[src/hdl/keypad_frequency_entry_top_assert.svh]
// Assertion macros for the keypad frequency-entry block.
// Used by keypad_frequency_entry_top; needs nothing else.
`ifndef KEYPAD_FREQUENCY_ENTRY_TOP_ASSERT_SVH
`define KEYPAD_FREQUENCY_ENTRY_TOP_ASSERT_SVH

// Same-cycle implication, masked during reset.
`define KFE_ASSERT_NOW(label, clk, rstn, ante, cons) \
    label: assert property (@(posedge clk) disable iff (!rstn) (ante) |-> (cons)) \
        else $error("kfe: same-cycle check failed");

// Next-cycle implication, masked during reset.
`define KFE_ASSERT_NEXT(label, clk, rstn, ante, cons) \
    label: assert property (@(posedge clk) disable iff (!rstn) (ante) |=> (cons)) \
        else $error("kfe: next-cycle check failed");

`endif

[src/hdl/kfe_pkg.sv]
// Shared types, codes and arithmetic helpers for the keypad frequency-entry block.
// No dependencies; imported by kfe_cfg, kfe_ctrl and keypad_frequency_entry_top.
`default_nettype none

package kfe_pkg;

    localparam int MAX_CHARS_DEF = 12;
    localparam int APB_ADDR_W    = 4;

    // register indexes (byte address = 4 * index)
    localparam logic [1:0] REG_TIMEOUT = 2'd0;
    localparam logic [1:0] REG_MIN     = 2'd1;
    localparam logic [1:0] REG_MAX     = 2'd2;

    localparam logic [7:0]  TIMEOUT_RST = 8'd10;
    localparam logic [31:0] MIN_RST     = 32'd100000;
    localparam logic [31:0] MAX_RST     = 32'd500000000;

    localparam logic [7:0] KEY_HASH = 8'h23;
    localparam logic [7:0] KEY_STAR = 8'h2A;
    localparam logic [7:0] KEY_D    = 8'h44;
    localparam logic [7:0] KEY_ZERO = 8'h30;
    localparam logic [7:0] KEY_NINE = 8'h39;

    localparam logic [1:0] VFO_A      = 2'd0;
    localparam logic [1:0] VFO_B      = 2'd1;
    localparam logic [1:0] VFO_ACTIVE = 2'd2;

    // clamped accumulator: bit 32 set means "at least 2^32"
    localparam logic [32:0] ACC_OVER = {1'b1, 32'd0};

    typedef enum logic [1:0] {
        MODE_IDLE   = 2'd0,
        MODE_SELECT = 2'd1,
        MODE_ENTER  = 2'd2
    } mode_t;

    typedef enum logic [2:0] {
        REQ_KEY    = 3'd0,
        REQ_TICK   = 3'd1,
        REQ_RADIO  = 3'd2,
        REQ_CANCEL = 3'd3,
        REQ_ARM    = 3'd4
    } req_t;

    typedef enum logic [3:0] {
        EV_NONE       = 4'd0,
        EV_MODE       = 4'd1,
        EV_VFO        = 4'd2,
        EV_DIGIT      = 4'd3,
        EV_POINT      = 4'd4,
        EV_CANCEL     = 4'd5,
        EV_TIMEOUT    = 4'd6,
        EV_INVALID    = 4'd7,
        EV_SET        = 4'd8,
        EV_ANNOUNCE   = 4'd9,
        EV_SUPPRESSED = 4'd10
    } ev_t;

    typedef struct packed {
        logic [7:0]  timeout_seconds;
        logic [31:0] min_freq_hz;
        logic [31:0] max_freq_hz;
    } cfg_t;

    typedef struct packed {
        logic [2:0]  req_type;
        logic [7:0]  key;
        logic [31:0] new_freq_hz;
        logic        verbosity_on;
    } item_t;

    typedef struct packed {
        logic        consumed;
        ev_t         event_res;
        logic [3:0]  digit;
        logic [1:0]  vfo;
        logic [31:0] freq_hz;
    } result_t;

    // acc * 10 + addend, clamped at ACC_OVER
    function automatic logic [32:0] acc_scale_add(input logic [32:0] acc,
                                                  input logic [31:0] addend);
        logic [36:0] wide;
        wide = ({5'd0, acc[31:0]} << 3) + ({5'd0, acc[31:0]} << 1) + {5'd0, addend};
        if (acc[32] || (wide[36:32] != 5'd0)) begin
            return ACC_OVER;
        end
        return {1'b0, wide[31:0]};
    endfunction

    // acc + addend, clamped at ACC_OVER
    function automatic logic [32:0] acc_add(input logic [32:0] acc,
                                            input logic [19:0] addend);
        logic [32:0] sum;
        sum = {1'b0, acc[31:0]} + {13'd0, addend};
        if (acc[32] || sum[32]) begin
            return ACC_OVER;
        end
        return sum;
    endfunction

    function automatic logic [19:0] place_hz(input logic [2:0] pos);
        logic [19:0] w;
        case (pos)
            3'd0:    w = 20'd100000;
            3'd1:    w = 20'd10000;
            3'd2:    w = 20'd1000;
            3'd3:    w = 20'd100;
            3'd4:    w = 20'd10;
            default: w = 20'd1;
        endcase
        return w;
    endfunction

    function automatic logic [19:0] frac_weight(input logic [3:0] d, input logic [2:0] pos);
        return 20'({20'd0, d} * {4'd0, place_hz(pos)});
    endfunction

    function automatic logic [31:0] digit_mhz(input logic [3:0] d);
        return {28'd0, d} * 32'd1000000;
    endfunction

    function automatic logic [31:0] digit_khz(input logic [3:0] d);
        return {28'd0, d} * 32'd1000;
    endfunction

endpackage

`default_nettype wire

[src/hdl/kfe_cfg.sv]
// APB register file: timeout and frequency range limits.
// Depends on kfe_pkg.
`default_nettype none

module kfe_cfg (
    input  wire logic                            aclk,
    input  wire logic                            aresetn,
    input  wire logic                            psel,
    input  wire logic                            penable,
    input  wire logic                            pwrite,
    input  wire logic [kfe_pkg::APB_ADDR_W-1:0]  paddr,
    input  wire logic [31:0]                     pwdata,
    output      logic [31:0]                     prdata,
    output      logic                            pready,
    output      kfe_pkg::cfg_t                   cfg
);
    import kfe_pkg::*;

    cfg_t       cfg_reg;
    cfg_t       cfg_next;
    logic       wr_en;
    logic [1:0] reg_idx;

    assign pready  = 1'b1;
    assign wr_en   = psel && penable && pwrite && pready;
    assign reg_idx = paddr[3:2];

    always_comb begin
        cfg_next = cfg_reg;
        if (wr_en) begin
            unique case (reg_idx)
                REG_TIMEOUT: cfg_next.timeout_seconds = pwdata[7:0];
                REG_MIN:     cfg_next.min_freq_hz     = pwdata;
                REG_MAX:     cfg_next.max_freq_hz     = pwdata;
                default:     ;
            endcase
        end
    end

    always_comb begin
        unique case (reg_idx)
            REG_TIMEOUT: prdata = {24'd0, cfg_reg.timeout_seconds};
            REG_MIN:     prdata = cfg_reg.min_freq_hz;
            REG_MAX:     prdata = cfg_reg.max_freq_hz;
            default:     prdata = 32'd0;
        endcase
    end

    always_ff @(posedge aclk) begin
        if (!aresetn) begin
            cfg_reg.timeout_seconds <= TIMEOUT_RST;
            cfg_reg.min_freq_hz     <= MIN_RST;
            cfg_reg.max_freq_hz     <= MAX_RST;
        end else begin
            cfg_reg <= cfg_next;
        end
    end

    assign cfg = cfg_reg;

endmodule

`default_nettype wire

[src/hdl/kfe_ctrl.sv]
// Entry state machine and clamped frequency accumulators; one transaction per call.
// Depends on kfe_pkg; driven by keypad_frequency_entry_top.
`default_nettype none

module kfe_ctrl #(
    parameter int MAX_CHARS = kfe_pkg::MAX_CHARS_DEF
) (
    input  wire logic             aclk,
    input  wire logic             aresetn,
    input  wire logic             item_en,
    input  wire kfe_pkg::item_t   item,
    input  wire kfe_pkg::cfg_t    cfg,
    output      kfe_pkg::result_t result
);
    import kfe_pkg::*;

    localparam int               LEN_W   = $clog2(MAX_CHARS + 1);
    localparam logic [LEN_W-1:0] LEN_MAX = LEN_W'(MAX_CHARS);

    mode_t             mode_reg,  mode_next;
    logic [1:0]        vfo_reg,   vfo_next;
    logic [LEN_W-1:0]  len_reg,   len_next;
    logic              point_reg, point_next;
    logic [32:0]       khz_reg,   khz_next;   // whole part * 1000, clamped
    logic [32:0]       mhz_reg,   mhz_next;   // whole * 1e6 + fraction, clamped
    logic [2:0]        fd_reg,    fd_next;
    logic              subhz_reg, subhz_next;
    logic [7:0]        idle_reg,  idle_next;
    logic              supp_reg,  supp_next;

    logic        busy, key_digit, key_hash, key_star, key_d;
    logic [3:0]  key_val;
    logic        timeout_hit, len_full, khz_mode, eval_frac, eval_ok;
    logic [32:0] eval_val;
    logic        push, clear;

    assign busy        = (mode_reg != MODE_IDLE);
    assign key_digit   = (item.key >= KEY_ZERO) && (item.key <= KEY_NINE);
    assign key_hash    = (item.key == KEY_HASH);
    assign key_star    = (item.key == KEY_STAR);
    assign key_d       = (item.key == KEY_D);
    assign key_val     = item.key[3:0];
    assign timeout_hit = busy && (idle_reg > cfg.timeout_seconds);
    assign len_full    = (len_reg >= LEN_MAX);

    // four or five bare digits are kHz, anything else MHz
    assign khz_mode  = !point_reg && ((len_reg == LEN_W'(4)) || (len_reg == LEN_W'(5)));
    assign eval_val  = khz_mode ? khz_reg : mhz_reg;
    assign eval_frac = !khz_mode && subhz_reg;
    assign eval_ok   = (len_reg != '0)
                    && !(eval_val < {1'b0, cfg.min_freq_hz})
                    && !(eval_val > {1'b0, cfg.max_freq_hz})
                    && !((eval_val == {1'b0, cfg.max_freq_hz}) && eval_frac);

    // next mode
    always_comb begin
        mode_next = mode_reg;
        if (item_en) begin
            unique case (item.req_type)
                REQ_KEY: begin
                    if (timeout_hit) begin
                        mode_next = MODE_IDLE;
                    end else begin
                        unique case (mode_reg)
                            MODE_IDLE: begin
                                if (key_hash) mode_next = MODE_SELECT;
                            end
                            MODE_SELECT: begin
                                if (!key_hash && key_digit) begin
                                    mode_next = MODE_ENTER;
                                end else if (!key_hash && (key_star || key_d)) begin
                                    mode_next = MODE_IDLE;
                                end
                            end
                            MODE_ENTER: begin
                                if ((key_star && point_reg) || key_hash || key_d) begin
                                    mode_next = MODE_IDLE;
                                end
                            end
                            default: mode_next = MODE_IDLE;
                        endcase
                    end
                end
                REQ_CANCEL: mode_next = MODE_IDLE;
                default:    ;
            endcase
        end
    end

    // datapath and result
    always_comb begin
        vfo_next   = vfo_reg;
        len_next   = len_reg;
        point_next = point_reg;
        khz_next   = khz_reg;
        mhz_next   = mhz_reg;
        fd_next    = fd_reg;
        subhz_next = subhz_reg;
        idle_next  = idle_reg;
        supp_next  = supp_reg;
        push       = 1'b0;
        clear      = 1'b0;

        result.consumed  = 1'b0;
        result.event_res = EV_NONE;
        result.digit     = 4'd0;
        result.freq_hz   = 32'd0;

        if (item_en) begin
            unique case (item.req_type)
                REQ_KEY: begin
                    result.consumed = 1'b1;
                    if (timeout_hit) begin
                        clear            = 1'b1;
                        result.event_res = EV_TIMEOUT;
                    end else begin
                        idle_next = 8'd0;
                        case (mode_reg)
                            MODE_IDLE: begin
                                if (key_hash) begin
                                    result.event_res = EV_MODE;
                                end else begin
                                    result.consumed = 1'b0;
                                end
                            end
                            MODE_SELECT: begin
                                if (key_hash) begin
                                    vfo_next         = (vfo_reg == VFO_ACTIVE) ? VFO_A
                                                                               : vfo_reg + 2'd1;
                                    result.event_res = EV_VFO;
                                end else if (key_digit) begin
                                    push             = 1'b1;
                                    result.event_res = EV_DIGIT;
                                    result.digit     = key_val;
                                end else if (key_star || key_d) begin
                                    clear            = 1'b1;
                                    result.event_res = EV_CANCEL;
                                end
                            end
                            MODE_ENTER: begin
                                if (key_digit) begin
                                    if (!len_full) begin
                                        push             = 1'b1;
                                        result.event_res = EV_DIGIT;
                                        result.digit     = key_val;
                                    end
                                end else if (key_star) begin
                                    if (point_reg) begin
                                        clear            = 1'b1;
                                        result.event_res = EV_CANCEL;
                                    end else if (!len_full) begin
                                        point_next       = 1'b1;
                                        len_next         = len_reg + LEN_W'(1);
                                        result.event_res = EV_POINT;
                                    end
                                end else if (key_hash) begin
                                    clear = 1'b1;
                                    if (eval_ok) begin
                                        supp_next        = 1'b1;
                                        result.event_res = EV_SET;
                                        result.freq_hz   = eval_val[31:0];
                                    end else begin
                                        result.event_res = EV_INVALID;
                                    end
                                end else if (key_d) begin
                                    clear            = 1'b1;
                                    result.event_res = EV_CANCEL;
                                end
                            end
                            default: ;
                        endcase
                    end
                end
                REQ_TICK: begin
                    if (busy && (idle_reg != 8'hFF)) idle_next = idle_reg + 8'd1;
                end
                REQ_RADIO: begin
                    if (!busy) begin
                        if (supp_reg) begin
                            supp_next        = 1'b0;
                            result.event_res = EV_SUPPRESSED;
                        end else if (item.verbosity_on) begin
                            result.event_res = EV_ANNOUNCE;
                            result.freq_hz   = item.new_freq_hz;
                        end
                    end
                end
                REQ_CANCEL: begin
                    if (busy) begin
                        clear            = 1'b1;
                        result.event_res = EV_CANCEL;
                    end
                end
                REQ_ARM: supp_next = 1'b1;
                default: ;
            endcase
        end

        if (push) begin
            if (!point_reg) begin
                khz_next = acc_scale_add(khz_reg, digit_khz(key_val));
                mhz_next = acc_scale_add(mhz_reg, digit_mhz(key_val));
            end else if (fd_reg < 3'd6) begin
                mhz_next = acc_add(mhz_reg, frac_weight(key_val, fd_reg));
                fd_next  = fd_reg + 3'd1;
            end else if (key_val != 4'd0) begin
                subhz_next = 1'b1;
            end
            len_next = len_reg + LEN_W'(1);
        end

        if (clear) begin
            len_next   = '0;
            point_next = 1'b0;
            khz_next   = 33'd0;
            mhz_next   = 33'd0;
            fd_next    = 3'd0;
            subhz_next = 1'b0;
            idle_next  = 8'd0;
        end

        result.vfo = vfo_next;
    end

    always_ff @(posedge aclk) begin
        if (!aresetn) begin
            mode_reg  <= MODE_IDLE;
            vfo_reg   <= VFO_ACTIVE;
            len_reg   <= '0;
            point_reg <= 1'b0;
            khz_reg   <= 33'd0;
            mhz_reg   <= 33'd0;
            fd_reg    <= 3'd0;
            subhz_reg <= 1'b0;
            idle_reg  <= 8'd0;
            supp_reg  <= 1'b0;
        end else begin
            mode_reg  <= mode_next;
            vfo_reg   <= vfo_next;
            len_reg   <= len_next;
            point_reg <= point_next;
            khz_reg   <= khz_next;
            mhz_reg   <= mhz_next;
            fd_reg    <= fd_next;
            subhz_reg <= subhz_next;
            idle_reg  <= idle_next;
            supp_reg  <= supp_next;
        end
    end

endmodule

`default_nettype wire

[src/hdl/keypad_frequency_entry_top.sv]
// Keypad frequency-entry controller, top level. Depends on kfe_pkg, kfe_cfg, kfe_ctrl.
// Path: a transaction taken on s_axis is held in the input register, then passes
//   through single-pass logic into the result register that drives m_axis.
// Throughput: one transaction per cycle while m_axis_tready holds; state feedback is one register deep.
// Reset: synchronous, active low; empties both registers, mode idle, VFO current,
//   timeout 10 s, range 100 kHz to 500 MHz.
`default_nettype none

`include "keypad_frequency_entry_top_assert.svh"

module keypad_frequency_entry_top #(
    parameter int MAX_CHARS = kfe_pkg::MAX_CHARS_DEF   // entry length incl. point
) (
    input  wire logic                            aclk,
    input  wire logic                            aresetn,
    // input stream
    input  wire logic                            s_axis_tvalid,
    output      logic                            s_axis_tready,
    input  wire logic [47:0]                     s_axis_tdata,  // key[7:0], new_freq_hz[39:8],
                                                                // verbosity_on[40], zero pad
    input  wire logic [2:0]                      s_axis_tuser,  // req_type[2:0]
    // result stream
    output      logic                            m_axis_tvalid,
    input  wire logic                            m_axis_tready,
    output      logic [39:0]                     m_axis_tdata,  // consumed[0], digit[4:1],
                                                                // vfo[6:5], freq_hz[38:7], pad
    output      logic [3:0]                      m_axis_tuser,  // event_res[3:0]
    // configuration
    input  wire logic                            psel,
    input  wire logic                            penable,
    input  wire logic                            pwrite,
    input  wire logic [kfe_pkg::APB_ADDR_W-1:0]  paddr,
    input  wire logic [31:0]                     pwdata,
    output      logic [31:0]                     prdata,
    output      logic                            pready
);
    import kfe_pkg::*;

    cfg_t    cfg;
    item_t   in_item_reg, in_item_next;
    logic    in_valid_reg, in_valid_next;
    result_t out_reg, out_next;
    logic    out_valid_reg, out_valid_next;
    result_t step_res;
    logic    s_take, advance, proc;

    // ---------------------------------------------------------------
    // Handshake: the result register frees when empty or being taken;
    // the input register accepts when empty or when its item moves on that cycle.
    // ---------------------------------------------------------------
    assign advance       = !out_valid_reg || m_axis_tready;
    assign proc          = in_valid_reg && advance;
    assign s_axis_tready = !in_valid_reg || advance;
    assign s_take        = s_axis_tvalid && s_axis_tready;

    always_comb begin
        in_item_next  = in_item_reg;
        in_valid_next = in_valid_reg;
        if (s_take) begin
            in_item_next.req_type     = s_axis_tuser;
            in_item_next.key          = s_axis_tdata[7:0];
            in_item_next.new_freq_hz  = s_axis_tdata[39:8];
            in_item_next.verbosity_on = s_axis_tdata[40];
            in_valid_next             = 1'b1;
        end else if (proc) begin
            in_valid_next = 1'b0;
        end
    end

    always_comb begin
        out_next       = out_reg;
        out_valid_next = out_valid_reg;
        if (proc) begin
            out_next       = step_res;
            out_valid_next = 1'b1;
        end else if (m_axis_tready) begin
            out_valid_next = 1'b0;
        end
    end

    // payload registers carry no reset
    always_ff @(posedge aclk) begin
        in_item_reg <= in_item_next;
        out_reg     <= out_next;
    end

    always_ff @(posedge aclk) begin
        if (!aresetn) begin
            in_valid_reg  <= 1'b0;
            out_valid_reg <= 1'b0;
        end else begin
            in_valid_reg  <= in_valid_next;
            out_valid_reg <= out_valid_next;
        end
    end

    // ---------------------------------------------------------------
    // Register file and entry logic
    // ---------------------------------------------------------------
    kfe_cfg u_cfg (
        .aclk    (aclk),
        .aresetn (aresetn),
        .psel    (psel),
        .penable (penable),
        .pwrite  (pwrite),
        .paddr   (paddr),
        .pwdata  (pwdata),
        .prdata  (prdata),
        .pready  (pready),
        .cfg     (cfg)
    );

    kfe_ctrl #(
        .MAX_CHARS (MAX_CHARS)
    ) u_ctrl (
        .aclk    (aclk),
        .aresetn (aresetn),
        .item_en (proc),
        .item    (in_item_reg),
        .cfg     (cfg),
        .result  (step_res)
    );

    // ---------------------------------------------------------------
    // Result packing
    // ---------------------------------------------------------------
    assign m_axis_tvalid = out_valid_reg;
    assign m_axis_tdata  = {1'b0, out_reg.freq_hz, out_reg.vfo, out_reg.digit,
                            out_reg.consumed};
    assign m_axis_tuser  = out_reg.event_res;

    // ---------------------------------------------------------------
    // Checks
    // ---------------------------------------------------------------
    // a waiting result must not be overwritten by a new step
    `KFE_ASSERT_NEXT(a_out_hold, aclk, aresetn,
        out_valid_reg && !m_axis_tready,
        out_valid_reg && $stable(out_reg))
    // a buffered transaction must not be dropped while the result side stalls
    `KFE_ASSERT_NEXT(a_in_hold, aclk, aresetn,
        in_valid_reg && !advance,
        in_valid_reg && $stable(in_item_reg))
    // a set request always carries a frequency inside the configured range
    `KFE_ASSERT_NOW(a_set_range, aclk, aresetn,
        out_valid_reg && (out_reg.event_res == EV_SET),
        (out_reg.freq_hz >= cfg.min_freq_hz) && (out_reg.freq_hz <= cfg.max_freq_hz))
    // digit echoes are consumed decimal digits
    `KFE_ASSERT_NOW(a_digit_ok, aclk, aresetn,
        out_valid_reg && (out_reg.event_res == EV_DIGIT),
        out_reg.consumed && (out_reg.digit <= 4'd9))

endmodule

`default_nettype wire
[config.mk]
export PLATFORM = sky130hd
export DESIGN_NAME = keypad_frequency_entry_top
export DESIGN_NICKNAME = d
export VERILOG_FILES = /design/src/hdl/kfe_pkg.sv /design/src/hdl/kfe_cfg.sv /design/src/hdl/kfe_ctrl.sv /design/src/hdl/keypad_frequency_entry_top.sv
export VERILOG_INCLUDE_DIRS = /design/src /design/src/hdl
export SDC_FILE = /design/constraint.sdc
export NUM_CORES = 1
export LEC_CHECK = 0
export ABC_AREA = 0
export BUFFER_PORTS_ARGS = -buffer_cell sky130_fd_sc_hd__buf_2
export CORE_ASPECT_RATIO = 2
export CORE_MARGIN = 4
export CORE_UTILIZATION = 56
export CTS_CLUSTER_SIZE = 14
export DETAILED_ROUTE_END_ITERATION = 10
export PLACE_DENSITY = 0.75
export SETUP_SLACK_MARGIN = 0.05
export SLEW_MARGIN = 20
export SYNTH_ARGS = -nofsm -noshare
export SYNTH_HDL_FRONTEND = slang
export SYNTH_SLANG_ARGS = --single-unit
[constraint.sdc]
create_clock -name aclk -period 10.1 [get_ports aclk]
set_input_delay 2.02 -clock aclk [delete_from_list [all_inputs] [get_ports aclk]]
set_output_delay 2.02 -clock aclk [all_outputs]
set_load 0.01 [all_outputs]
### After elaboration in Yosys (flattened, before gate mapping)

Cells that the tools add are included.

* output and inout port bits: 79
* bits of input ports: 94
* word-level logic and storage cells: 269
* bits in registers: 249

* multipliers: 3
* bitwise operators: 6
* reduce and logical (&&, ||, !) cells: 65
* add/sub/neg operators: 9
* eq/ne operators: 36
* muxes and demuxes: 119
* magnitude comparators: 7

Operators with widths (count)
* 2-to-1 mux 33 bit: 9
* 2-to-1 mux 32 bit: 9
* case mux 32 bit (3 select lines): 1
* 2-to-1 mux 4 bit: 23
* case mux 17 bit (5 select lines): 1
* adder 35 x 33 -> 36 bit: 2
* case mux 32 bit (2 select lines): 1
* 2-to-1 mux 20 bit: 3
* 2-to-1 mux 1 bit: 44
* adder 37 x 14 -> 37 bit: 1
* adder 37 x 24 -> 37 bit: 1
* adder 32 x 20 -> 33 bit: 1
* == test 33 x 32 -> 1 bit: 1
* greater-than comparator 33 x 32 -> 1 bit: 1
* < comparator 33 x 32 -> 1 bit: 1
* case mux 4 bit (3 select lines): 2
* 2-to-1 mux 2 bit: 11
* multiplier 4 x 20 -> 20 bit: 1
* != test 2 bit (second input constant): 10
* multiplier 4 x 14 -> 18 bit (second input constant): 1
* nonzero test 2 bit: 9
* == test 8 x 6 -> 1 bit (second input constant): 2
* logical AND 1 bit: 16
* 2-to-1 mux 8 bit: 2
* 45 further kinds: 92

### Logic depth before layout (Yosys ltp)

Gate-level depths: netlist (run 1).

* depth in word-level cells: 19
* mapped depth: 34
* mapped depth without buffers: 32

### Modules after synthesis

A second synthesis (run 1) with hierarchy kept.

* cell total of the unflattened synthesis: 2377
* area, all modules: 20350.8 sq um

By module, submodules not included
* kfe_ctrl: seq. area each 1701.6 sq um, area an instance 14425.1 sq um, instances 1, cells an instance 1923
* kfe_cfg: seq. area each 1441.4 sq um, area an instance 3198.1 sq um, instances 1, cells an instance 356
* keypad_frequency_entry_top: seq. area each 2652.5 sq um, area an instance 2727.6 sq um, instances 1, cells an instance 98

### Worst setup path before layout (run 1)

Ideal clock, no wire load.

* kind: reg-to-reg
* from: reg u_ctrl.fd_reg[1]
* to: reg u_ctrl.mhz_reg[22]
* library setup time: 0.059 ns
* data arrival time: 7.382 ns
* cell stages (with the launch flop): 33
* required time: 10.041 ns
* path slack: 2.660 ns
* cell sequence: dfxtp_1 > clkbuf_1 > inv_1 > ha_1 > nor2_1 > nor2_1 > or4_1 > fa_1 > fa_1 > inv_1 > ha_1 > nor2b_1 > o21ai_0 > a21boi_0 > o21ai_0 > a21boi_0 > o21ai_0 > a21boi_0 > o311ai_0 > nand2b_1 > a21oi_1 > xnor2_1 > ha_1 > a21o_1 > a21o_1 > nor4_1 > o31ai_1 > a21oi_1 > o311a_1 > nand2_1 > or4_1 > a21oi_1 > a31o_2

* cells in the longest elaborated chain, start to end: 15
* elaborated cells on any way between the ends: 22
* classes of those cells: add/sub: 1; mul: 1; order compare: 1; eq/ne: 5; mux: 11; reduce/logical: 3

RTL lines
* start, declared: RTL line kfe_ctrl.sv:26 `logic [2:0] fd_reg, fd_next;`
* start signal, assigned: RTL line kfe_ctrl.sv:244 `fd_reg <= fd_next;`
* == test 3 bit, or another cell as far along: RTL line kfe_pkg.sv:105 `case (pos)`
* case mux 17 bit (5 select lines): RTL line kfe_pkg.sv:105
* 2-to-1 mux 20 bit: RTL line kfe_ctrl.sv:203 `end else if (fd_reg < 3'd6) begin`
* 2-to-1 mux 20 bit: RTL line kfe_ctrl.sv:200 `if (!point_reg) begin`
* 2-to-1 mux 20 bit: RTL line kfe_ctrl.sv:199 `if (push) begin`
* multiplier 4 x 20 -> 20 bit: RTL line kfe_pkg.sv:117 `return 20'({20'd0, d} * {4'd0, place_hz(pos)});`
* adder 32 x 20 -> 33 bit: RTL line kfe_pkg.sv:96 `sum = {1'b0, acc[31:0]} + {13'd0, addend};`
* logical OR 1 bit: RTL line kfe_pkg.sv:97 `if (acc[32] || sum[32]) begin`
* 2-to-1 mux 1 bit: RTL line kfe_pkg.sv:97
* 2-to-1 mux 1 bit: RTL line kfe_ctrl.sv:203
* 2-to-1 mux 1 bit: RTL line kfe_ctrl.sv:200
* 2-to-1 mux 1 bit: RTL line kfe_ctrl.sv:199
* 2-to-1 mux 33 bit: RTL line kfe_pkg.sv:100 `return sum;`
* 2-to-1 mux 33 bit: RTL line kfe_ctrl.sv:203
* 2-to-1 mux 33 bit: RTL line kfe_ctrl.sv:200
* end signal, assigned: RTL line kfe_ctrl.sv:243 `mhz_reg <= mhz_next;`
* end, declared: RTL line kfe_ctrl.sv:25 `logic [32:0] mhz_reg, mhz_next;`

Several ways; a longest one is shown, not always the timed one. The select of a mux whose other input is x is not followed.
A chain may end at the register's enable or synchronous reset.

### Worst setup path in the final report (run 1)

* from: reg u_ctrl.fd_reg[1]
* to: reg u_ctrl.mhz_reg[4]

The elaborated chain is that of the path after synthesis.

==> flow_results.org, run 1 <==
** Die
- Number of cell rows :: 100
- The die covers 40900 um2.
- Placeable core region :: 37200 um2
- Measured along the y axis, the die boundary spans 282 um.
- Once the floorplan was initialized, standard cells occupied 56.6% of the core.
- I/O pin count :: 173
- Die outline width :: 145 um

** Worst hold path
- Hold Path Class :: reg2reg

** Timing
- For the final database, setup skew stands at 12.5 ps.
- Final period demand of the worst path :: 8600 ps
- Number of slew-limit violations in the final report :: 0
- Final hold violation count :: 0
- The worst pin sits at a relative slew slack of 24.6%.
- Unrepaired setup endpoints after global routing :: no
- Fmax :: 0.116 GHz
- At the pin with the least slew margin, the transition time is 1120 ps.
- Final cycle utilization of the critical path :: 85.1%
- Final Hold Slack :: 475 ps
- Setup violations remaining at the end of the flow were counted as 0.
- Setup_tns :: 0 ps

** Clocking
- The number of setup buffers added after CTS is 0.
- Maximum clock insertion buffer count :: 3
- CTS built an H-tree with a depth of 1.
- Clock tree from TritonCTS :: yes
- Hold buffers post-CTS :: 0
- Total of cells resized after clock tree synthesis :: 0
- In this run the clock root is driven by a sky130_fd_sc_hd__clkbuf_16.
- After clock tree synthesis, the clock-pin slew on the worst setup and hold paths is 70 ps.
- Clock sink count :: 246
- Buffers inserted during clock tree synthesis total 25.
- Clock latency on the worst-skew pair, taken at its later pin, is 550 ps.

** Finish
- From synthesis to final layout, the design area changed by 9.27%.
- Share of cells above drive strength 1 :: 10.0%
- The count of cells in the finished layout, fillers not included, comes to 3139.
- Summing all non-filler instances in the final layout gives an area of 23000 um2.
- Area taken by flip-flops and latches :: 5800 um2
- For this run, the post-layout net count is 3027.
- The multi-input combinational cells in the finished layout cover a total of 14000 um2.
- The layout has 3300 filler cells.
- Flip-flop count of the largest register after layout :: 72

** Synth
- After Yosys synthesis, and, or, nand and nor cells account for 18.7% of the synthesized area.
- Net count after synthesis :: 2922
- Among all flip-flop cells after synthesis, the most frequent one is sky130_fd_sc_hd__dfxtp_1.
- Synth Area per Inst :: 8.23 um2
- Portion of netlist area occupied by mux cells :: 2.16%
- Instance count of the mapped netlist :: 2556
- Area of the mapped netlist :: 21000 um2
- After synthesis, flip-flops and latches occupy 27.6% of the total area.
- By area, the combinational part of the netlist is dominated by compound AO/OA/AOI/OAI gates.
- Counting flops with a built-in enable in the synthesized netlist gives 87.
- Yosys Warn Count :: 0
- Summing the areas of all compound-gate instances in the mapped netlist gives 22.4% of the synthesized area.
- Of the total synthesized cell area, the portion taken by XOR and XNOR cells is 5.75%.
- Fraction of the mapped netlist area in adder cells :: 17.3%
- Number of different library cells in the post-synthesis netlist :: 92
- Synthesis inferred 246 register bits.
- After synthesis, the share of flip-flops with an asynchronous set or reset is 0%.

** Status
- The run finished with clean final reports.

** Routing
- Dividing the detail-routed wire length by the instance count gives 20.7 um.
- Total routed wirelength :: 64900 um
- Initial DRT Pass Iterations :: 6
- In this run the remaining antenna-violating nets after routing total 0.
- Summing over every cut layer, the via total after detailed routing is 19800.
- Vias per cell :: 6.30
- In the routed design, unresolved DRC markers number 0.
- For this block, the initial DRC count from the detailed router was 1047.

** Pwr
- Sequential fraction of design power :: 44.2%
- Static leakage power :: 10.8 nW
- Net switching power figure :: 0.659 mW
- Clk pwr share :: 39.7%
- VDD sags by at most 0.0885 mV.
- Total design power :: 2.39 mW
- In this run switching power makes up 27.5% of total power.
- Internal power :: 1.73 mW
- Power per unit of standard cell area :: 104 nW/um2
- Per report_power, the combinational group accounts for 16.1% of the total.

** Placement
- IO buf count :: 161
- Total placed cells including tap cells :: 3093
- Detailed placement finished with a half-perimeter wire length of 51200 um.
- Routability-driven placement congestion ratio :: 0.972
- In this run the cell area measured after placement is 22200 um2.

** Global routing
- Wire length of the first global-routing pass :: 102000 um
- GRT overflow :: 0
- The initial antenna violation count came to 0.
- Entering global routing, the biggest net connects 57 pins.
- Via count of the first global-routing pass :: 19800
- Global routing consumed, over all layers together, 30.6% of the routing resources.

** Setup path
- STA classifies the critical path endpoint as a flip-flop.
- Crit path max-delay family :: compound AO/OA/AOI/OAI gates
- Critical-path cell with the highest stage delay :: sky130_fd_sc_hd__o311ai_2
- Worst path required time :: 10530 ps
- The number of buffers and inverters on the critical path is 2.
- Critical path class :: reg2reg
- Largest stage delay on the critical path :: 690 ps
- Along the worst path, the maximum fanout reaches 13.
- The worst setup path is launched from a flip-flop.
- At the worst endpoint, the arrival time is 9030 ps.

** Job
- Across the run, the number of max-cap violations was 0.
==> synthesized netlist by cell type, types with 56 or more instances <==
master                     instances  share of area [%]
sky130_fd_sc_hd__a21oi_1         191                4.5
sky130_fd_sc_hd__nor3_1           72                1.7
sky130_fd_sc_hd__dfxtp_1         159                 15
sky130_fd_sc_hd__ha_1            241                 14
sky130_fd_sc_hd__xnor2_1          91                3.8
sky130_fd_sc_hd__nand2_1         295                5.3
sky130_fd_sc_hd__a21o_1           82                2.9
sky130_fd_sc_hd__a22o_1           56                2.3
sky130_fd_sc_hd__edfxtp_1         87                 12
sky130_fd_sc_hd__nor2_1          161                2.9
sky130_fd_sc_hd__o21ai_0         133                3.2
sky130_fd_sc_hd__nand3_1          57                1.4
sky130_fd_sc_hd__inv_1           221                3.9
sky130_fd_sc_hd__clkbuf_1         73                1.3
==> area by class of cell <==
type,count,share of cell area [%]
inverters,222,3.63
diodes,1,0.0109
well taps,459,2.50
clock inverters,14,0.680
multi-input cells,1987,61.0
flip-flops and latches,246,25.2
clock buffers,31,2.86
repair buffers,179,4.09
==> layout by cell type (no fill, tap or decap), types with 7 or more instances in the layout <==
cell,instances
sky130_fd_sc_hd__nor2b_1,28
sky130_fd_sc_hd__inv_1,219
sky130_fd_sc_hd__nand3_1,57
sky130_fd_sc_hd__nor3_1,72
sky130_fd_sc_hd__or2_2,12
sky130_fd_sc_hd__o21ai_0,133
sky130_fd_sc_hd__mux2i_1,42
sky130_fd_sc_hd__a31oi_1,25
sky130_fd_sc_hd__a2111oi_0,7
sky130_fd_sc_hd__o21bai_1,15
sky130_fd_sc_hd__a21boi_0,13
sky130_fd_sc_hd__a22o_1,56
sky130_fd_sc_hd__o21a_1,25
sky130_fd_sc_hd__edfxtp_1,87
sky130_fd_sc_hd__o22ai_1,7
sky130_fd_sc_hd__nor2_1,160
sky130_fd_sc_hd__o211ai_1,36
sky130_fd_sc_hd__dfxtp_1,159
sky130_fd_sc_hd__xor2_1,47
sky130_fd_sc_hd__clkbuf_16,25
sky130_fd_sc_hd__nand4_1,36
sky130_fd_sc_hd__nand2b_1,20
sky130_fd_sc_hd__ha_1,241
sky130_fd_sc_hd__a21oi_1,191
sky130_fd_sc_hd__buf_4,18
sky130_fd_sc_hd__nor4_1,14
sky130_fd_sc_hd__fa_1,31
sky130_fd_sc_hd__and3_1,33
sky130_fd_sc_hd__xnor2_1,91
sky130_fd_sc_hd__buf_2,161
sky130_fd_sc_hd__a211oi_1,19
sky130_fd_sc_hd__o31ai_1,7
sky130_fd_sc_hd__a21o_1,82
sky130_fd_sc_hd__or3_1,14
sky130_fd_sc_hd__nor3b_1,8
sky130_fd_sc_hd__nand2_1,294
sky130_fd_sc_hd__a221oi_1,15
sky130_fd_sc_hd__and2_1,32
==> worst paths after layout <==
kind / from / to / slack (ps) / cells past startpoint
min: u_cfg.cfg[29] / u_cfg.cfg[29] / 480 / 2
max: u_ctrl.fd_reg[1] / u_ctrl.mhz_reg[4] / 1500 / 28
min reg2reg: u_cfg.cfg[29] / u_cfg.cfg[29] / 480 / 2
max reg2reg: u_ctrl.fd_reg[1] / u_ctrl.mhz_reg[4] / 1500 / 28
==> power groups by stage <==
stage          clock, mW  sequential (mW)  combinational, mW
2_1_floorplan          0             1.08              0.257
3_3_place_gp           0             1.08              0.370
6_report           0.949             1.06              0.386
3_5_place_dp           0             1.08              0.382
4_1_cts            0.964             1.06              0.384
5_1_grt            0.997             1.06              0.425
==> per-layer routing <==
layer	up-vias	wire length, um	GRT usage, %
met5	-	0	0
met3	245	2990	2.66
li1	9385	-	-
met4	0	4860	19.6
met2	747	34200	59.4
met1	9401	22900	31.2
==> stage by stage <==
step,util (%),worst slack [ps]
after floorplan,-,2660
after global placement,59.6,1480
after detailed placement,59.6,1710
after CTS,61.8,1660
after global routing,61.8,895
final,61.8,1500
==> worst register-to-register path: cells and delay by family (launching register included) <==
kind / cells / cell delay [ps]
flops: 1 / 660
simple gates: 7 / 1600
buf+inv: 2 / 400
compound gates: 14 / 3680
fa+ha+maj: 5 / 2140
==> logic make-up (layout without fill, tap and decap cells) <==
| family | after synthesis | in the layout |
|---|---|---|
| AND/OR/NAND/NOR | 819 | 819 |
| AO/OA/AOI/OAI | 711 | 711 |
| buffers and inverters | 323 | 446 |
| adder cells (fa/ha/maj) | 272 | 272 |
| flip-flops | 246 | 246 |
| XOR/XNOR | 138 | 138 |
| multiplexers | 45 | 45 |
| other | 2 | 3 |
(Power assumes the default switching activity.)
==> inputs of run 2 (changes only) <==
--- a/config.mk
+++ b/config.mk
@@ -10,10 +10,10 @@
 export BUFFER_PORTS_ARGS = -buffer_cell sky130_fd_sc_hd__buf_2
 export CORE_ASPECT_RATIO = 2
 export CORE_MARGIN = 4
-export CORE_UTILIZATION = 56
+export CORE_UTILIZATION = 60
 export CTS_CLUSTER_SIZE = 14
 export DETAILED_ROUTE_END_ITERATION = 10
-export PLACE_DENSITY = 0.75
+export PLACE_DENSITY = 0.8
 export SETUP_SLACK_MARGIN = 0.05
 export SLEW_MARGIN = 20
 export SYNTH_ARGS = -nofsm -noshare
==> flow_results.org, run 2 (synthesis results as in run 1) <==
** Pwr
- The portion of total power attributed to sequential cells came to 43.7% (-0.5 points).
- Net switching power figure :: 0.652 mW (-0.96%)
- The clock network power share is 40.3% (+0.6 points).
- Power per unit of standard cell area :: 105 nW/um2 (+0.85%)
- The worst ir drop on vdd is 0.136 mV (+54%).
- The logic gate share of total power is 16.0% (about the same).
- The design internal power came to 1.76 mW (+1.6%).
- The static leakage power came to 10.9 nW (+0.34%).
- Switching part of the total power :: 27.0% (-0.51 points)

** Setup path
- CP Launch Point :: u_ctrl.fd_reg[1]
- Critical-path cell with the highest stage delay :: sky130_fd_sc_hd__dfxtp_1
- Critical path class :: reg2reg
- In this run the critical register-to-register path is launched from u_ctrl.fd_reg[1].
- The largest fanout of any net on the critical path is 13 (unchanged).
- Kind of start point of the critical path :: flip-flop
- The delay of the slowest cell on the worst path was 640 ps (-50 ps).
- Crit path arrival time :: 9060 ps (+30 ps)
- The worst setup path is captured at a flip-flop.
- Worst path required time :: 10590 ps (+60 ps)

** Global routing
- The initial antenna violation count came to 3 (+3).
- Pin count of the biggest net entering global routing :: 57 (unchanged)
- The wire length of the first global-routing pass came to 101000 um (-1.0%).
- GRT overflow :: 0 (unchanged)
- Total routing resource utilization after global routing :: 32.5% (+2.0 points)
- The via count of the first global-routing pass came to 19700 (-0.34%).

** Job
- Max-Cap Viols :: 0 (unchanged)

** Routing
- The final wirelength came to 64800 um (-0.12%).
- Detail-routed net length per standard cell :: 20.8 um (+0.39%)
- The violation count after the first detailed-routing iteration came to 1281 (+22%).
- Vias per cell :: 6.34 (+0.59%)
- The number of remaining DRC errors is 0 (unchanged).
- Initial DRT Pass Iterations :: 7 (+1)
- Total via count after detailed routing :: 19800 (+0.081%)
- The residual antenna-violating net count after detailed routing was 0 (unchanged).

** Worst hold path
- Worst Min Path Start :: u_cfg.cfg[34]
- The path class of the tightest hold or removal check is reg2reg.

** Die
- I/O pin count :: 173 (unchanged)
- Placeable core region :: 34500 um2 (-7.2%)
- Number of cell rows :: 96 (-4.0%)
- Effective utilization at floorplan :: 61.0% (+4.4 points)
- The die extent in y is 273 um (-3.3%).
- Die outline width :: 140 um (-3.2%)
- The die area came to 38300 um2 (-6.4%).

** Clocking
- Inserted Clock Buffers :: 24 (-4.0%)
- The clock transition at the registers of the reported paths is 70 ps (about the same).
- The tree is rooted in a sky130_fd_sc_hd__clkbuf_16.
- The buffers inserted during post-CTS setup optimization was 0 (unchanged).
- Total of cells resized after clock tree synthesis :: 0 (unchanged)
- The hold-fix buffer count after cts is 0 (unchanged).
- The H-tree depth is 1 (unchanged).
- The clock network latency to the later pin of the worst-skew pair came to 540 ps (about the same).
- TritonCTS built the clock tree.
- Maximum clock insertion buffer count :: 3 (unchanged)
- The sink count of the clock tree was 246 (unchanged).

** Timing
- The number of max-slew violations in the final report was 0 (unchanged).
- The time the final worst path needs with I/O delays and setup is 8570 ps (-28.0 ps).
- Rel. slew slack :: 23.5% (-1.1 points)
- Final setup viols :: 0 (unchanged)
- Transition time of the tightest slew-check pin :: 1150 ps (+25.0 ps)
- The final hold violation count is 0 (unchanged).
- Post-route clock skew :: 12.1 ps (-0.375 ps)
- The maximum clock frequency was 0.117 GHz (+0.33%).
- The final hold slack came to 475 ps (-0.417 ps).
- Unrepaired setup endpoints after global routing :: no
- Setup_tns :: 0 ps (unchanged)
- Final cycle utilization of the critical path :: 84.8% (-0.28 points)

** Finish
- The net count of the finished layout came to 3028 (+0.033%).
- Share of cells above drive strength 1 :: 10.1% (+0.071 points)
- Most common library cell in the layout ignoring fill and taps :: sky130_fd_sc_hd__nand2_1
- The number of flip-flops under the largest register name came to 72 (unchanged).
- Commonest cells after routing, fill and taps aside :: sky130_fd_sc_hd__nand2_1, sky130_fd_sc_hd__ha_1, sky130_fd_sc_hd__inv_1
- Layout overhead on the synthesized area :: 9.36% (about the same)

** Status
- The flow ran to the end, and the final reports show no timing, DRC or antenna violations.

** Placement
- Routability-driven placement congestion ratio :: 0.976 (+0.40%)
- The placed wire-length estimate after detailed placement is 51100 um (-0.22%).
- IO buf count :: 161 (unchanged)
-- run 2: power by group through the flow --
stage	logic [mW]	clock network [mW]	registers, mW
finish	0.387	0.972	1.06
global route	0.425	1.02	1.06
CTS	0.385	0.977	1.06
detailed placement	0.381	0	1.08
global placement	0.370	0	1.08
floorplan	0.257	0	1.08
-- run 2: stage by stage --
step | instance area [um2] | utilization (%) | setup WS (ps) | cells | power, mW
global placement | 22100 | 64.2 | 1580 | 3077 | 1.45
CTS | 23000 | 66.7 | 1420 | 3121 | 2.42
detailed placement | 22100 | 64.2 | 1470 | 3077 | 1.46
floorplan | 21000 | - | 2660 | 2556 | 1.34
global route | 23000 | 66.7 | 922 | 3123 | 2.50
finish | 23000 | 66.7 | 1530 | 3123 | 2.42
-- run 2: path summary, 6_finish.rpt --
path	slack (ps)	cells after the start	end
max	1530	32	u_ctrl.mhz_reg[22]
min	470	2	u_cfg.cfg[34]
max reg2reg	1530	32	u_ctrl.mhz_reg[22]
min reg2reg	470	2	u_cfg.cfg[34]
-- run 2: routing by layer --
layer | up-vias | wire length (um) | track usage [%] | part of all wire, %
met3 | 232 | 3690 | 3.38 | 5.7
met2 | 781 | 34000 | 61.4 | 52
met5 | - | 9 | 0 | 0.014
li1 | 9382 | - | - | -
met1 | 9397 | 22400 | 33.8 | 35
met4 | 2 | 4730 | 20.3 | 7.3
-- run 2: layout make-up --
| type | count | area [um2] |
|---|---|---|
| fillers | 2954 | 11500 |
| inverters | 222 | 833 |
| multi-input cells | 1987 | 14000 |
| well taps | 441 | 552 |
| diodes | 2 | 5.00 |
| flip-flops and latches | 246 | 5800 |
| clock buffers | 30 | 666 |
| repair buffers | 181 | 956 |
| clock inverters | 14 | 166 |
-- run 2: worst max-delay path: cells and delay by family, from the launching register on --
family                     cells  cell delay, ps
DFF                            1             640
adders and majority gates      5            1810
xor gates and xnor gates       1             150
AOI/OAI and AO/OA             15            3060
buffers and inverters          3             460
and+or+nand+nor                8            2370
==> inputs of run 3 (changes only) <==
==> constraint.sdc (replaced) <==
create_clock -name aclk -period 8.27 [get_ports aclk]
set_input_delay 1.654 -clock aclk [delete_from_list [all_inputs] [get_ports aclk]]
set_output_delay 1.654 -clock aclk [all_outputs]
set_load 0.01 [all_outputs]
==> flow_results.org, run 3 (synthesis results as in run 1) <==
** Die
- The placeable core region was 34500 um2 (unchanged).
- Number of cell rows :: 96 (unchanged)
- The die area came to 38300 um2 (unchanged).
- Die outline width :: 140 um (unchanged)
- Effective utilization at floorplan :: 61.0% (unchanged)
- The number of ports placed on the die boundary came to 173 (unchanged).
- Die Y-Extent :: 273 um (unchanged)

** Finish
- Most common library cell in the layout ignoring fill and taps :: sky130_fd_sc_hd__nand2_1
- Total number of nets in the final design :: 3040 (+0.40%)
- Commonest cells after routing, fill and taps aside :: sky130_fd_sc_hd__nand2_1, sky130_fd_sc_hd__ha_1, sky130_fd_sc_hd__inv_1
- The number of flip-flops under the largest register name came to 72 (unchanged).
- The fraction of final layout cells with drive strength greater than 1 came to 10.5% (+0.36 points).
- The layout overhead on the synthesized area was 9.36% (unchanged).
- Filler Cells Inserted :: 2969 (+0.51%)
- Post-route non-filler standard cell count :: 3136 (+0.42%)

** Routing
- Total routed wirelength :: 65700 um (+1.3%)
- The number of detailed-route iterations in the first pass came to 7 (unchanged).
- The total vias in the final route was 19900 (+0.59%).
- The violation count after the first detailed-routing iteration was 1103 (-14%).
- The residual antenna-violating net count after detailed routing came to 0 (unchanged).
- The average wire length per cell after detail routing was 20.9 um (+0.85%).
- The detailed-route vias per instance was 6.35 (+0.17%).
- The number of remaining DRC errors came to 0 (unchanged).

** Pwr
- The worst ir drop on vdd came to 0.202 mV (+49%).
- The power per cell area is 125 nW/um2 (+19%).
- The static leakage power was 10.9 nW (+0.12%).
- Total design power :: 2.87 mW (+19%)

** Setup path
- Category of the worst setup path capture point :: flip-flop
- Worst path required time :: 8760 ps (-1830 ps)
- For this design, the slowest cell found on the critical path is sky130_fd_sc_hd__or4_1.
- Critical path class :: reg2reg
- Kind of start point of the critical path :: flip-flop
- Crit path arrival time :: 8210 ps (-850 ps)
- Critical Path Fanout Max :: 9 (-4)
- The delay of the slowest cell on the worst path was 520 ps (-120 ps).

** Placement
- The count of input and output buffers is 161 (unchanged).
- Setup WS pre-CTS :: 290 ps (-1180 ps)
- The final weighted congestion in routability-driven placement is 0.975 (about the same).
- The placed wire-length estimate after detailed placement came to 52700 um (+3.2%).
- The placed cell count was 3089 (+0.39%).

** Worst hold path
- Hold Path Class :: reg2reg

** Timing
- Final setup viols :: 0 (unchanged)
- The number of max-slew violations in the final report is 0 (unchanged).
- Worst path setup slack after routing :: 551 ps (-981 ps)
- Unrepaired setup endpoints after global routing :: no
- Final cycle utilization of the critical path :: 93.3% (+8.5 points)
- The maximum clock frequency is 0.130 GHz (+11%).
- Rel. slew slack :: 21.5% (-2.0 points)
- The final worst clock skew came to 10.5 ps (-1.59 ps).
- The time the final worst path needs with I/O delays and setup came to 7720 ps (-849 ps).
- Transition time of the tightest slew-check pin :: 1170 ps (+24.5 ps)
- Setup_tns :: 0 ps (unchanged)
- The final hold violation count came to 0 (unchanged).

** Clocking
- Clock network latency to the later pin of the worst-skew pair :: 550 ps (about the same)
- Maximum clock insertion buffer count :: 3 (unchanged)
- Clock-pin slew on the worst setup and hold paths :: 70 ps (about the same)
- The sink count of the clock tree is 246 (unchanged).
- Deepest level of the CTS H-tree :: 1 (unchanged)
- CTS root buffer :: sky130_fd_sc_hd__clkbuf_16
- TritonCTS built the clock tree.
- Inserted Clock Buffers :: 24 (unchanged)
- The hold-fix buffer count after cts is 0 (unchanged).

** Global routing
- The overall global routing resource usage came to 33.1% (+0.55 points).
- Initial antenna violation count :: 2 (-1)
- The wire length of the first global-routing pass came to 103000 um (+1.7%).
- The via count of the first global-routing pass is 20000 (+1.5%).
- The total grt overflow is 0 (unchanged).
- The largest net degree at the start of global routing is 57 (unchanged).

** Job
- Max-Cap Viols :: 0 (unchanged)

** Status
- The flow ran to the end, and the final reports show no timing, DRC or antenna violations.
run 3: changes by cell type in the layout (fill, tap and decap cells not counted), moves of 2 or more:
cell / change
sky130_fd_sc_hd__a21boi_0: -2
sky130_fd_sc_hd__a21boi_1: +2
sky130_fd_sc_hd__buf_4: +12
sky130_fd_sc_hd__bufinv_16: -3
sky130_fd_sc_hd__clkbuf_1: +3
sky130_fd_sc_hd__o311ai_1: +2
run 3: what timing repair did:
item,4_1_cts,5_1_grt
setup buffers,0,0
resized for setup,0,6
setup endpoints to repair,0,28
run 3: metrics by stage:
step                      hold WS [ps]  utilization (%)  cell area, um2
after CTS                          476             66.7           23000
after global routing               500             66.7           23000
after floorplan                    440                -           21000
final                              474             66.7           23000
after detailed placement           467             64.5           22200
after global placement             458             64.5           22200
run 3: layout make-up:
| class | count | area [um2] | area share [%] |
|---|---|---|---|
| antenna | 3 | 7.51 | 0.0326 |
| clock buffer | 32 | 652 | 2.83 |
| clock inverter | 12 | 92.6 | 0.403 |
| inverter | 222 | 833 | 3.62 |
| multi-input combinational | 1987 | 14000 | 61.0 |
| sequential | 246 | 5800 | 25.2 |
| tap | 441 | 552 | 2.40 |
| timing repair buffer | 193 | 1050 | 4.55 |
run 3: final timing paths:
| check | startpoint | end | slack [ps] | depth (start not counted) |
|---|---|---|---|---|
| worst min-delay path | u_cfg.cfg[46] | u_cfg.cfg[46] | 470 | 2 |
| worst max register to register | u_ctrl.fd_reg[0] | u_ctrl.mhz_reg[22] | 550 | 32 |
| worst max-delay path | u_ctrl.fd_reg[0] | u_ctrl.mhz_reg[22] | 550 | 32 |
| worst min register to register | u_cfg.cfg[46] | u_cfg.cfg[46] | 470 | 2 |
run 3: metal layers:
layer / track usage (%) / wire length [um] / vias to the layer above
met5: 0 / 0 / -
met4: 23.8 / 5400 / 0
met3: 3.66 / 3460 / 249
met2: 61.9 / 34500 / 775
met1: 33.3 / 22300 / 9483
li1: - / - / 9403
run 3: worst max-delay path: cells and delay by family (launching register included):
kind	cells	cell delay, ps
buffers and inverters	3	350
adder cells (fa/ha/maj)	5	1870
AND/OR/NAND/NOR	8	2030
XOR/XNOR	1	170
AO/OA/AOI/OAI	15	2850
flip-flops	1	410
run 3: where the power goes:
group,total (mW),internal [mW],switching (mW)
registers,1.29,1.28,0.0143
logic,0.481,0.181,0.300
clock network,1.09,0.588,0.504
total,2.87,2.05,0.818
